### src/sv/ppu_pkg.sv
// Package: types and constants for the particle pool update block.
`default_nettype none
package ppu_pkg;

  localparam int LIFE_W  = 12;
  localparam int SPEED_W = 16;
  localparam int POS_W   = 24;
  localparam int SIZE_W  = 16;
  localparam int CH_W    = 8;
  localparam int DELTA_W = 10;
  localparam int SLOT_W  = 6;
  localparam int CFG_W   = 16;
  localparam int CFG_IDX_W = 3;

  localparam logic [CFG_IDX_W-1:0] REG_SPAWN_LIFE   = 3'd0;
  localparam logic [CFG_IDX_W-1:0] REG_START_Z      = 3'd1;
  localparam logic [CFG_IDX_W-1:0] REG_TARGET_RED   = 3'd2;
  localparam logic [CFG_IDX_W-1:0] REG_TARGET_GREEN = 3'd3;
  localparam logic [CFG_IDX_W-1:0] REG_TARGET_BLUE  = 3'd4;

  localparam logic ACT_SPAWN = 1'b0;
  localparam logic ACT_TICK  = 1'b1;

  typedef enum logic [1:0] {
    KIND_SPAWN = 2'd0,
    KIND_LIVE  = 2'd1,
    KIND_EMPTY = 2'd2
  } kind_t;

  typedef enum logic [2:0] {
    ST_IDLE,
    ST_SEARCH,
    ST_SPAWN,
    ST_READ,
    ST_CALC,
    ST_EMIT,
    ST_EMPTY
  } state_t;

  // controller -> datapath
  typedef struct packed {
    logic take_item;   // latch input word, load slot counter, clear flags
    logic scan_step;   // advance slot counter
    logic spawn_write; // write new particle at found slot
    logic read_slot;   // read slot at counter
    logic calc;        // compute update, clear valid bit of a dying slot
    logic load_out;    // hold survivor, emit the one held before
    logic load_empty;  // emit held survivor as last, or empty marker
    logic load_spawn;  // load spawn ack
  } ppu_cmd_t;

  // datapath -> controller
  typedef struct packed {
    logic action;
    logic cur_valid;   // slot at counter valid
    logic scan_done;   // counter at last slot (spawn: search has wrapped)
    logic found;       // free slot located during search
    logic survives;    // computed particle survives
  } ppu_sts_t;

  function automatic logic [CH_W-1:0] decay(input logic [CH_W-1:0] c,
                                            input logic [CH_W-1:0] t);
    logic [CH_W+4-1:0] num;
    logic [CH_W+4+12-1:0] prod;
    logic [CH_W-1:0] q;
    logic [CH_W+4-1:0] r;
    begin
      num  = 12'(9 * c) + 12'(t);
      // divide by 10 via reciprocal 6554/65536 with one correction
      prod = 24'(num) * 24'd6554;
      q    = prod[16 +: CH_W];
      r    = num - 12'(q * 10);
      if (r >= 12'd10) q = q + 1'b1;
      else if (r[11]) q = q - 1'b1;
      decay = (c > t) ? q : t;
    end
  endfunction

endpackage
`default_nettype wire

### src/sv/ppu_ctrl.sv
// Controller: sequencer for spawn search and tick sweep.
`default_nettype none
module ppu_ctrl import ppu_pkg::*; (
  input  wire logic     clk,
  input  wire logic     rst,
  input  wire logic     in_valid,
  output logic          in_ready,
  input  wire logic     out_free,
  input  wire ppu_sts_t sts,
  output ppu_cmd_t      cmd
);

  state_t state, state_next;

  always_ff @(posedge clk) begin
    if (rst) state <= ST_IDLE;
    else state <= state_next;
  end

  always_comb begin
    state_next = state;
    cmd = '0;
    in_ready = 1'b0;
    unique case (state)
      ST_IDLE: begin
        in_ready = 1'b1;
        if (in_valid) begin
          cmd.take_item = 1'b1;
          state_next = ST_SEARCH;
        end
      end
      ST_SEARCH: begin
        if (sts.action == ACT_TICK) begin
          cmd.read_slot = 1'b1;
          state_next = ST_READ;
        end else if (sts.found || sts.scan_done) begin
          state_next = ST_SPAWN;
        end else begin
          cmd.scan_step = 1'b1;
        end
      end
      ST_SPAWN: begin
        if (out_free) begin
          cmd.spawn_write = 1'b1;
          cmd.load_spawn = 1'b1;
          state_next = ST_IDLE;
        end
      end
      ST_READ: begin
        if (sts.cur_valid) state_next = ST_CALC;
        else if (sts.scan_done) state_next = ST_EMPTY;
        else begin
          cmd.scan_step = 1'b1;
          cmd.read_slot = 1'b1;
        end
      end
      ST_CALC: begin
        cmd.calc = 1'b1;
        state_next = ST_EMIT;
      end
      ST_EMIT: begin
        if (!sts.survives) begin
          if (sts.scan_done) state_next = ST_EMPTY;
          else begin
            cmd.scan_step = 1'b1;
            cmd.read_slot = 1'b1;
            state_next = ST_READ;
          end
        end else if (out_free) begin
          cmd.load_out = 1'b1;
          if (sts.scan_done) state_next = ST_EMPTY;
          else begin
            cmd.scan_step = 1'b1;
            cmd.read_slot = 1'b1;
            state_next = ST_READ;
          end
        end
      end
      ST_EMPTY: begin
        if (out_free) begin
          cmd.load_empty = 1'b1;
          state_next = ST_IDLE;
        end
      end
      default: state_next = ST_IDLE;
    endcase
  end

endmodule
`default_nettype wire

### config.mk
export PLATFORM = sky130hd
export DESIGN_NAME = ppu_ctrl
export DESIGN_NICKNAME = d
export VERILOG_FILES = /design/src/sv/ppu_pkg.sv /design/src/sv/ppu_ctrl.sv
export SDC_FILE = /design/constraint.sdc
export NUM_CORES = 1
export LEC_CHECK = 0
export BUFFER_PORTS_ARGS = -buffer_cell sky130_fd_sc_hd__buf_2
export CAP_MARGIN = 40
export CORE_AREA = 2 2 39 41
export CTS_CLUSTER_SIZE = 10
export DETAILED_ROUTE_END_ITERATION = 8
export DIE_AREA = 0 0 41 43
export GPL_TIMING_DRIVEN = 0
export SYNTH_ARGS = -nofsm -noshare
export SYNTH_HDL_FRONTEND = slang
export SYNTH_SLANG_ARGS = --single-unit
### constraint.sdc
create_clock -name clk -period 3.2 [get_ports clk]
set_clock_uncertainty 0.2 [all_clocks]
set_input_delay 0.96 -clock clk [delete_from_list [all_inputs] [get_ports clk]]
set_output_delay 0.96 -clock clk [all_outputs]
set_load 0.01 [all_outputs]
==> results of run 1 <==
## stage by stage
step	power (mW)	instance area, sq um	hold slack, ns	instances	util
CTS	0.3367	518.0	0.4846	88	0.3743
global placement	0.2617	491.7	0.4768	84	0.3553
floorplan	0.2094	386.6	0.4152	51	-
finish	0.3306	518.0	0.4829	88	0.3743
global route	0.3616	518.0	0.5211	88	0.3743
detailed placement	0.2643	491.7	0.4791	84	0.3553
## power by group through the flow
stage | logic [mW] | clock network (mW) | registers (mW)
after CTS | 0.202 | 0.0722 | 0.0621
final | 0.201 | 0.0682 | 0.0616
after global placement | 0.201 | 0 | 0.0610
after detailed placement | 0.202 | 0 | 0.0624
after global routing | 0.222 | 0.0753 | 0.0642
after floorplan | 0.151 | 0 | 0.0586
## cell usage in the layout, fill, tap and decap left out, types with 2 or more instances in the layout
cell type,synthesis,final
sky130_fd_sc_hd__buf_2,2,19
sky130_fd_sc_hd__dfxtp_1,3,3
sky130_fd_sc_hd__nor3_1,2,2
sky130_fd_sc_hd__nand2_1,5,5
sky130_fd_sc_hd__mux2i_1,2,2
sky130_fd_sc_hd__clkbuf_4,0,3
sky130_fd_sc_hd__nor2_1,3,3
sky130_fd_sc_hd__inv_2,2,2
sky130_fd_sc_hd__buf_4,2,2
sky130_fd_sc_hd__o21ai_0,2,2
sky130_fd_sc_hd__nand2b_1,6,6
sky130_fd_sc_hd__and2_1,2,2
sky130_fd_sc_hd__nor3b_1,2,2
## cell families (layout without fill, tap and decap cells)
family / count (synthesis) / count (layout) / share of synthesized area
compound gates: 11 / 11 / 0.2395
buf+inv: 6 / 27 / 0.08414
flops: 3 / 3 / 0.1553
mux: 2 / 2 / 0.05178
simple gates: 29 / 29 / 0.4693
## layer usage
layer	track usage	up-vias	share of wire
met4	0.04000	0	0
met1	0.1474	186	0.46
li1	-	224	-
met2	0.1938	14	0.47
met3	0.04712	0	0.070
met5	0	-	0
## final timing paths
path	start	end	slack, ns	depth (start not counted)
worst max-delay path	sts[2]	cmd[4]	0.24	6
worst min-delay path	state[2]$_SDFFE_PP0P_	state[2]$_SDFFE_PP0P_	0.48	3
worst max register to register	state[1]$_SDFFE_PP0P_	state[2]$_SDFFE_PP0P_	1.65	4
worst min register to register	state[2]$_SDFFE_PP0P_	state[2]$_SDFFE_PP0P_	0.48	3
## tightest hold or removal path, delay by kind of cell, from the launching register on
family,cells,cell delay [ns]
flip-flops,1,0.30
AO/OA/AOI/OAI,1,0.06
buffers and inverters,2,0.27
## area by class of cell
type	count	share of cell area
Multi-Input combinational cell	42	0.5676
Sequential cell	3	0.1159
Clock buffer	4	0.05072
Buffer	4	0.04831
Inverter	2	0.01449
Tap cell	16	0.03865
Timing Repair Buffer	17	0.1643
==> impl_metrics.env, run 1 <==
export IMPL_swShare=0.4312
export IMPL_most_numerous_cell_in_the_yosys_netlist="sky130_fd_sc_hd__nand2b_1"
export IMPL_total_count_of_hold_check_failures_in_the_final_report=0
export IMPL_share_of_the_synthesized_area_in_the_top_cell_type=0.1553
export IMPL_postSynth_asyncResetShare=0
export IMPL_fin_crit_sh=0.9263
export IMPL_vdd_ir_drop_worst_mv=0.3878
export IMPL_area_delta_synth_final_pct=33.98
export IMPL_cell_family_with_the_largest_share_of_critical_path_delay="simple AND/OR/NAND/NOR gates"
export IMPL_drt_drc_violations_left=0
export IMPL_power_static_leakage_nw=0.2302
export IMPL_net_count_after_synthesis=60
export IMPL_multi_input_comb_area_sq_um=294.0
export IMPL_synth_enable_flop_cells=0
export IMPL_register_with_the_most_flip_flops="state"
export IMPL_rows=14
export IMPL_final_period_minus_worst_setup_slack_ns=2.964
export IMPL_rsz0062_at_grt="no"
export IMPL_crit_type="primary input to output port"
export IMPL_seqPwrFrac=0.186
export IMPL_internal_power_uw=188.1
export IMPL_synth_main_ff_cell="sky130_fd_sc_hd__dfxtp_1"
export IMPL_worst_skew_pair_latency_ns=0.24
export IMPL_largest_register_ffs=3
export IMPL_critical_path_max_fanout=6
export IMPL_post_synth_top_area_cell="sky130_fd_sc_hd__dfxtp_1"
export IMPL_dr_total_vias=424
export IMPL_critical_path_max_stage_delay_ns=0.18
export IMPL_drt_pass1_iterations=2
export IMPL_cts_clk_slew_worst_paths_ns=0.04
export IMPL_routed_wl_um=966
export IMPL_cts_buffers_inserted=3
export IMPL_antenna_found_initial=0
export IMPL_vias_per_std_cell=4.818
export IMPL_critical_path_end_type="output port"
export IMPL_fmax_mhz=337.3
export IMPL_n_fill_cell=155
export IMPL_power_share_combinational=0.607
export IMPL_power_net_switching_uw=142.6
export IMPL_synth_seq_area_share=0.1553
export IMPL_ys_warns=0
export IMPL_synth_seq_cells=3
export IMPL_detailedPlace_worstSlack_ns=0.2421
export IMPL_hold_path_class="flip-flop to flip-flop"
export IMPL_die_width_um=41
export IMPL_finalMaxSlewViolations=0
export IMPL_die_height_um=43
export IMPL_floorplan_io_pins=18
export IMPL_port_buffers=17
export IMPL_worst_path_buf_inv=2
export IMPL_detailedRoute_firstIterationViolations=2
export IMPL_wl_per_cell_um=10.98
export IMPL_tritoncts_clock_tree="built"
export IMPL_cellPowerDensity_mw_per_mm2=638.3
export IMPL_critPathLaunchType="primary input"
export IMPL_critical_path_required_ns=2.04
export IMPL_numClockSinks=3
export IMPL_run_status="finished, final reports clean"
export IMPL_layout_cell_share_with_drive_strength_beyond_1=0.4306
export IMPL_area_of_the_core_sq_mm=0.001384
export IMPL_clock_path_buffers=2
export IMPL_initial_utilization=0.2794
export IMPL_cts_resized=0
export IMPL_worstMarginPinSlew_ns=0.3613
export IMPL_antenna_cells_inserted=0
export IMPL_maxCapViolCount=0
export IMPL_global_route_overflow_total=0
export IMPL_power_share_clock=0.206
export IMPL_design_die_area_sq_mm=0.001763
export IMPL_final_seq_area_sq_um=60.06
export IMPL_cts_hold_fix_buffers=0
export IMPL_synth_cell_area_sq_um=386.6
export IMPL_detail_route_antenna_nets=0
export IMPL_grt_start_max_net_pins=11
export IMPL_last_weighted_congestion_value_of_the_routability_driven_placer=0.7619
export IMPL_registers_with_the_highest_flip_flop_counts="state x3"
export IMPL_combined_global_route_utilization_of_all_metal_layers=0.1234
export IMPL_synthTopCellsByCount="6 x sky130_fd_sc_hd__nand2b_1, 5 x sky130_fd_sc_hd__nand2_1, 3 x sky130_fd_sc_hd__dfxtp_1, 3 x sky130_fd_sc_hd__nor2_1"
export IMPL_fin_setup_tns_ns=0
export IMPL_wire_length_of_the_first_global_routing_pass_um=1462
export IMPL_syn_instance_count=51
export IMPL_slew_headroom=0.7557
export IMPL_clockRootBuffer="sky130_fd_sc_hd__clkbuf_4"
export IMPL_setup_viol=0
export IMPL_fin_ws_ns=0.2357
export IMPL_yosys_top_cells_area="sky130_fd_sc_hd__dfxtp_1 16%, sky130_fd_sc_hd__nand2b_1 9.7%, sky130_fd_sc_hd__mux2i_1 5.2%"
export IMPL_grt_pass1_vias=358
export IMPL_dp_hpwl_um=742.7
export IMPL_path_cells="buf_2 -> nand2b_1 -> nand2b_1 -> a21oi_1 -> o21a_1 -> buf_2"
export IMPL_clock_tree_htree_level_count=1
export IMPL_arrival_ns=1.80
export IMPL_synth_avg_cell_area_sq_um=7.581
export IMPL_nNetsFinal=82
export IMPL_netlist_cell_type_count=30
export IMPL_post_cts_buffers=0
export IMPL_cp_slowest_cell="sky130_fd_sc_hd__nand2b_1"
(Power assumes the default switching activity.)
==> inputs of run 2 (changes only) <==
--- a/config.mk
+++ b/config.mk
@@ -12,6 +12,7 @@
 export DETAILED_ROUTE_END_ITERATION = 8
 export DIE_AREA = 0 0 41 43
 export GPL_TIMING_DRIVEN = 0
+export PLACE_DENSITY_LB_ADDON = 0.3
 export SYNTH_ARGS = -nofsm -noshare
 export SYNTH_HDL_FRONTEND = slang
 export SYNTH_SLANG_ARGS = --single-unit
==> constraint.sdc (replaced) <==
create_clock -name clk -period 3.2 [get_ports clk]
set_clock_uncertainty 0.2 [all_clocks]
set_input_delay 0.16 -clock clk [delete_from_list [all_inputs] [get_ports clk]]
set_output_delay 0.16 -clock clk [all_outputs]
set_load 0.01 [all_outputs]
==> impl_metrics.env, run 2 (synthesis results as in run 1) <==
export IMPL_fin_setup_tns_ns=0
export IMPL_clock_path_buffers=2
export IMPL_arrival_ns=1.59
export IMPL_total_count_of_hold_check_failures_in_the_final_report=0
export IMPL_tritoncts_clock_tree="built"
export IMPL_design_die_area_sq_mm=0.001763
export IMPL_routed_wl_um=979
export IMPL_register_with_the_most_flip_flops="state"
export IMPL_fin_crit_sh=0.6098
export IMPL_grt_pass1_vias=387
export IMPL_hold_path_class="primary input to flip-flop"
export IMPL_largest_register_ffs=3
export IMPL_run_status="finished, final reports clean"
export IMPL_fmax_mhz=512.5
export IMPL_drt_pass1_iterations=2
export IMPL_critical_path_end_type="output port"
export IMPL_port_buffers=17
export IMPL_global_route_overflow_total=0
export IMPL_power_static_leakage_nw=0.2344
export IMPL_combined_global_route_utilization_of_all_metal_layers=0.1293
export IMPL_initial_utilization=0.2794
export IMPL_setup_viol=0
export IMPL_antenna_cells_inserted=0
export IMPL_critical_path_max_fanout=10
export IMPL_worstMarginPinSlew_ns=0.4142
export IMPL_area_of_the_core_sq_mm=0.001384
export IMPL_final_period_minus_worst_setup_slack_ns=1.951
export IMPL_crit_type="flip-flop to output port"
export IMPL_nNetsFinal=83
export IMPL_slew_headroom=0.7200
export IMPL_die_width_um=41
export IMPL_dr_total_vias=432
export IMPL_wire_length_of_the_first_global_routing_pass_um=1552
export IMPL_drt_drc_violations_left=0
export IMPL_wl_per_cell_um=11.00
export IMPL_layout_cell_share_with_drive_strength_beyond_1=0.4247
export IMPL_vias_per_std_cell=4.854
export IMPL_area_delta_synth_final_pct=36.57
export IMPL_cellPowerDensity_mw_per_mm2=629.1
export IMPL_cts_buffers_inserted=3
export IMPL_critical_path_required_ns=2.84
export IMPL_layout_cells_most_common_list="19 x sky130_fd_sc_hd__buf_2, 6 x sky130_fd_sc_hd__nand2b_1, 5 x sky130_fd_sc_hd__nand2_1"
export IMPL_post_cts_buffers=0
export IMPL_maxCapViolCount=0
export IMPL_rsz0062_at_grt="no"
export IMPL_clock_tree_htree_level_count=1
export IMPL_rows=14
export IMPL_numClockSinks=3
export IMPL_vdd_ir_drop_worst_mv=0.2530
export IMPL_n_fill_cell=148
export IMPL_antenna_found_initial=0
export IMPL_last_weighted_congestion_value_of_the_routability_driven_placer=0.8163
export IMPL_detail_route_antenna_nets=0
export IMPL_dp_cells=84
export IMPL_detailedRoute_firstIterationViolations=2
export IMPL_clockRootBuffer="sky130_fd_sc_hd__clkbuf_4"
export IMPL_finalMaxSlewViolations=0
export IMPL_grt_start_max_net_pins=11
export IMPL_total_power_uw=332.2
export IMPL_registers_with_the_highest_flip_flop_counts="state x3"
export IMPL_cts_clk_slew_worst_paths_ns=0.03
export IMPL_dp_hpwl_um=794.3
export IMPL_layout_cells_most_common="sky130_fd_sc_hd__buf_2"
export IMPL_critPathLaunchType="flip-flop"
export IMPL_floorplan_io_pins=18
export IMPL_fin_cells=89
export IMPL_die_height_um=43
export IMPL_worst_skew_pair_latency_ns=0.24
-- run 2: through the flow --
step / setup slack [ns] / cell area, sq um / hold slack, ns / util
floorplan: 1.522 / 386.6 / 0.02625 / -
global placement: 1.530 / 491.7 / 0.1687 / 0.3553
detailed placement: 1.512 / 491.7 / 0.1732 / 0.3553
CTS: 1.258 / 528.0 / 0.1266 / 0.3816
global route: 1.118 / 528.0 / 0.1644 / 0.3816
finish: 1.249 / 528.0 / 0.1313 / 0.3816
-- run 2: layout make-up --
| cell class | instances | area [sq um] | share of cell area |
|---|---|---|---|
| buffer | 4 | 25.02 | 0.04739 |
| multi-input combinational | 42 | 294.0 | 0.5569 |
| clock buffer | 4 | 26.28 | 0.04976 |
| inverter | 2 | 7.507 | 0.01422 |
| sequential | 3 | 60.06 | 0.1137 |
| timing repair buffer | 18 | 95.09 | 0.1801 |
| tap | 16 | 20.02 | 0.03791 |
-- run 2: timing repair --
| action | in CTS | in global routing |
|---|---|---|
| hold buffers | 1 | 0 |
| endpoints found under the hold margin | 1 | 0 |
| resized for setup | 0 | 0 |
-- run 2: per-layer routing --
layer / global-route usage / wire (um)
met3: 0.01571 / 49
met1: 0.1534 / 439
met5: 0 / 0
met2: 0.2063 / 475
met4: 0.08000 / 14
-- run 2: report_power, final --
part	internal, mW	switching [mW]	total, mW
sequential	0.0496	0.0122	0.0618
combinational	0.0925	0.110	0.202
clock	0.0468	0.0211	0.0679
-- run 2: worst paths after layout --
check / start / end / slack (ns) / depth (start not counted)
setup / recovery: state[1]$_SDFFE_PP0P_ / cmd[6] / 1.25 / 5
hold / removal: sts[3] / state[1]$_SDFFE_PP0P_ / 0.13 / 4
setup reg to reg: state[2]$_SDFFE_PP0P_ / state[2]$_SDFFE_PP0P_ / 1.63 / 5
hold reg to reg: state[2]$_SDFFE_PP0P_ / state[2]$_SDFFE_PP0P_ / 0.49 / 3
-- run 2: critical path: stages (launching register included) --
cell	delay, ns
sky130_fd_sc_hd__dfxtp_1	0.41
sky130_fd_sc_hd__buf_2	0.24
sky130_fd_sc_hd__nor4b_1	0.39
sky130_fd_sc_hd__o21ai_1	0.12
sky130_fd_sc_hd__nand2_1	0.08
sky130_fd_sc_hd__buf_2	0.12
==> inputs of run 3 (changes only) <==
==> constraint.sdc (replaced) <==
create_clock -name clk -period 1.68 [get_ports clk]
set_clock_uncertainty 0.2 [all_clocks]
set_input_delay 0.084 -clock clk [delete_from_list [all_inputs] [get_ports clk]]
set_output_delay 0.084 -clock clk [all_outputs]
set_load 0.01 [all_outputs]
==> impl_metrics.env, run 3 (synthesis results as in run 1) <==
export IMPL_critPathLaunchType="flip-flop"
export IMPL_worstMarginPinSlew_ns=0.3398
export IMPL_numClockSinks=3
export IMPL_run_status="finished, final reports clean"
export IMPL_cts_clk_slew_worst_paths_ns=0.04
export IMPL_cp_slowest_cell="sky130_fd_sc_hd__dfxtp_1"
export IMPL_die_height_um=43
export IMPL_nNetsFinal=88
export IMPL_drt_pass1_iterations=2
export IMPL_rows=14
export IMPL_register_with_the_most_flip_flops="state"
export IMPL_timing_hold_worst_path_depth=4
export IMPL_layout_cells_most_common="sky130_fd_sc_hd__buf_2"
export IMPL_ff2ff_setup_slack_ns=0.15
export IMPL_area_delta_synth_final_pct=56.96
export IMPL_initial_utilization=0.2794
export IMPL_power_static_leakage_nw=0.2666
export IMPL_dr_total_vias=463
export IMPL_cell_family_with_the_largest_share_of_critical_path_delay="flip-flops"
export IMPL_arrival_ns=1.33
export IMPL_largest_register_ffs=3
export IMPL_critical_path_required_ns=1.40
export IMPL_final_period_minus_worst_setup_slack_ns=1.610
export IMPL_critical_path_top_cell_by_count="sky130_fd_sc_hd__nand2b_1"
export IMPL_fin_crit_sh=0.9583
export IMPL_design_die_area_sq_mm=0.001763
export IMPL_critical_path_max_stage_delay_ns=0.37
export IMPL_depth_of_the_most_critical_reg_to_reg_path=4
export IMPL_fin_ws_ns=0.07009
export IMPL_wl_per_cell_um=11.83
export IMPL_detailedRoute_firstIterationViolations=1
export IMPL_stages_on_the_worst_setup_path=6
export IMPL_grt_pass1_vias=404
export IMPL_layout_cells_most_common_list="17 x sky130_fd_sc_hd__buf_2, 7 x sky130_fd_sc_hd__buf_4, 6 x sky130_fd_sc_hd__nand2b_1"
export IMPL_dp_hpwl_um=794.3
export IMPL_finalMaxSlewViolations=0
export IMPL_wire_length_of_the_first_global_routing_pass_um=1573
export IMPL_critical_path_end_type="output port"
export IMPL_clock_path_buffers=2
export IMPL_maxCapViolCount=0
export IMPL_antenna_found_initial=0
export IMPL_multi_input_comb_area_sq_um=320.3
export IMPL_routed_wl_um=1112
export IMPL_total_count_of_hold_check_failures_in_the_final_report=0
export IMPL_area_of_the_core_sq_mm=0.001384
export IMPL_path_cells="buf_6 -> nand2b_1 -> nand2b_1 -> a21oi_1 -> o21a_1 -> buf_2"
export IMPL_final_area_sq_um=606.8
export IMPL_global_route_overflow_total=0
export IMPL_hold_path_class="primary input to flip-flop"
export IMPL_final_seq_area_sq_um=62.56
export IMPL_detail_route_antenna_nets=0
export IMPL_setup_viol=0
export IMPL_clock_tree_htree_level_count=1
export IMPL_floorplan_io_pins=18
export IMPL_min_to="state[1]$_SDFFE_PP0P_"
export IMPL_crit_type="flip-flop to output port"
export IMPL_combined_global_route_utilization_of_all_metal_layers=0.1303
export IMPL_worst_skew_pair_latency_ns=0.24
export IMPL_cts_buffers_inserted=3
export IMPL_grt_start_max_net_pins=11
export IMPL_antenna_cells_inserted=0
export IMPL_layout_cell_share_with_drive_strength_beyond_1=0.5128
export IMPL_fmax_mhz=621.2
export IMPL_clockRootBuffer="sky130_fd_sc_hd__clkbuf_4"
export IMPL_r2r_start="state[0]$_SDFFE_PP0P_"
export IMPL_vdd_ir_drop_worst_mv=0.5091
export IMPL_die_width_um=41
export IMPL_tritoncts_clock_tree="built"
export IMPL_port_buffers=17
export IMPL_reg2reg_to="state[2]$_SDFFE_PP0P_"
export IMPL_slew_headroom=0.7714
export IMPL_fin_setup_tns_ns=0
export IMPL_post_dp_cell_area_sq_um=491.7
export IMPL_critical_path_max_fanout=5
export IMPL_registers_with_the_highest_flip_flop_counts="state x3"
export IMPL_drt_drc_violations_left=0
export IMPL_total_power_uw=749.9
export IMPL_detailedPlace_worstSlack_ns=0.06776
export IMPL_cellPowerDensity_mw_per_mm2=1236
export IMPL_last_weighted_congestion_value_of_the_routability_driven_placer=0.8163
export IMPL_vias_per_std_cell=4.926
export IMPL_worst_path_buf_inv=2
export IMPL_min_delay_src="sts[3]"
export IMPL_n_fill_cell=147
run 3: cell types whose count changed in the layout (fill, tap and decap cells not counted):
cell / previous run / this run
sky130_fd_sc_hd__dfxtp_1: 3 / 1
sky130_fd_sc_hd__dfxtp_2: 0 / 2
sky130_fd_sc_hd__nor3b_4: 0 / 1
sky130_fd_sc_hd__buf_2: 19 / 17
sky130_fd_sc_hd__buf_6: 0 / 2
sky130_fd_sc_hd__nor3b_1: 2 / 1
sky130_fd_sc_hd__buf_4: 2 / 7
sky130_fd_sc_hd__nor4b_1: 1 / 0
sky130_fd_sc_hd__nor4b_4: 0 / 1
run 3: where the power goes:
group	switching (mW)	internal (mW)
Sequential	0.0281	0.0991
Clock	0.0404	0.0892
Combinational	0.236	0.257
Total	0.305	0.445
run 3: final cells by class:
type,count,area share
multi-input cells,42,0.5278
clock buffers,4,0.04330
well taps,16,0.03299
repair buffers,24,0.2309
plain buffers,3,0.04948
inverters,2,0.01237
flip-flops and latches,3,0.1031
run 3: per-layer routing:
layer	track usage	routed length, um	vias up
met2	0.2156	586	12
met1	0.1470	461	213
met5	0	0	-
met4	0.08000	14	0
met3	0.01571	49	2
li1	-	-	236
run 3: metrics by stage:
stage          hold WS [ns]    util  instances
5_1_grt              0.1294  0.4385         94
3_3_place_gp        0.09269  0.3553         84
2_1_floorplan      -0.04975       -         51
3_5_place_dp        0.09721  0.3553         84
6_report            0.07774  0.4385         94
4_1_cts             0.05312  0.3978         89
run 3: worst reg2reg max path, stage by stage (launching register included):
cell and delay [ns]:
sky130_fd_sc_hd__dfxtp_2 0.33, sky130_fd_sc_hd__or3_1 0.38, sky130_fd_sc_hd__a21oi_2 0.18, sky130_fd_sc_hd__nor3_2 0.08
sky130_fd_sc_hd__a221oi_2 0.27
run 3: how the worst max path moves through the flow:
stage	endpoint	from
after global routing	cmd[4]	state[2]$_SDFFE_PP0P_
final	cmd[4]	state[2]$_SDFFE_PP0P_
after floorplan	cmd[5]	state[0]$_SDFFE_PP0P_
after global placement	cmd[6]	state[1]$_SDFFE_PP0P_
after detailed placement	cmd[6]	state[1]$_SDFFE_PP0P_
after CTS	cmd[5]	state[0]$_SDFFE_PP0P_
run 3: repair_timing:
item	in CTS	in global routing
gates cloned	0	1
buffers inserted	0	5
pin swaps	1	1
hold buffers	1	0
gates resized for setup	7	4
setup endpoints to repair	4	3
endpoints found under the hold margin	3	0
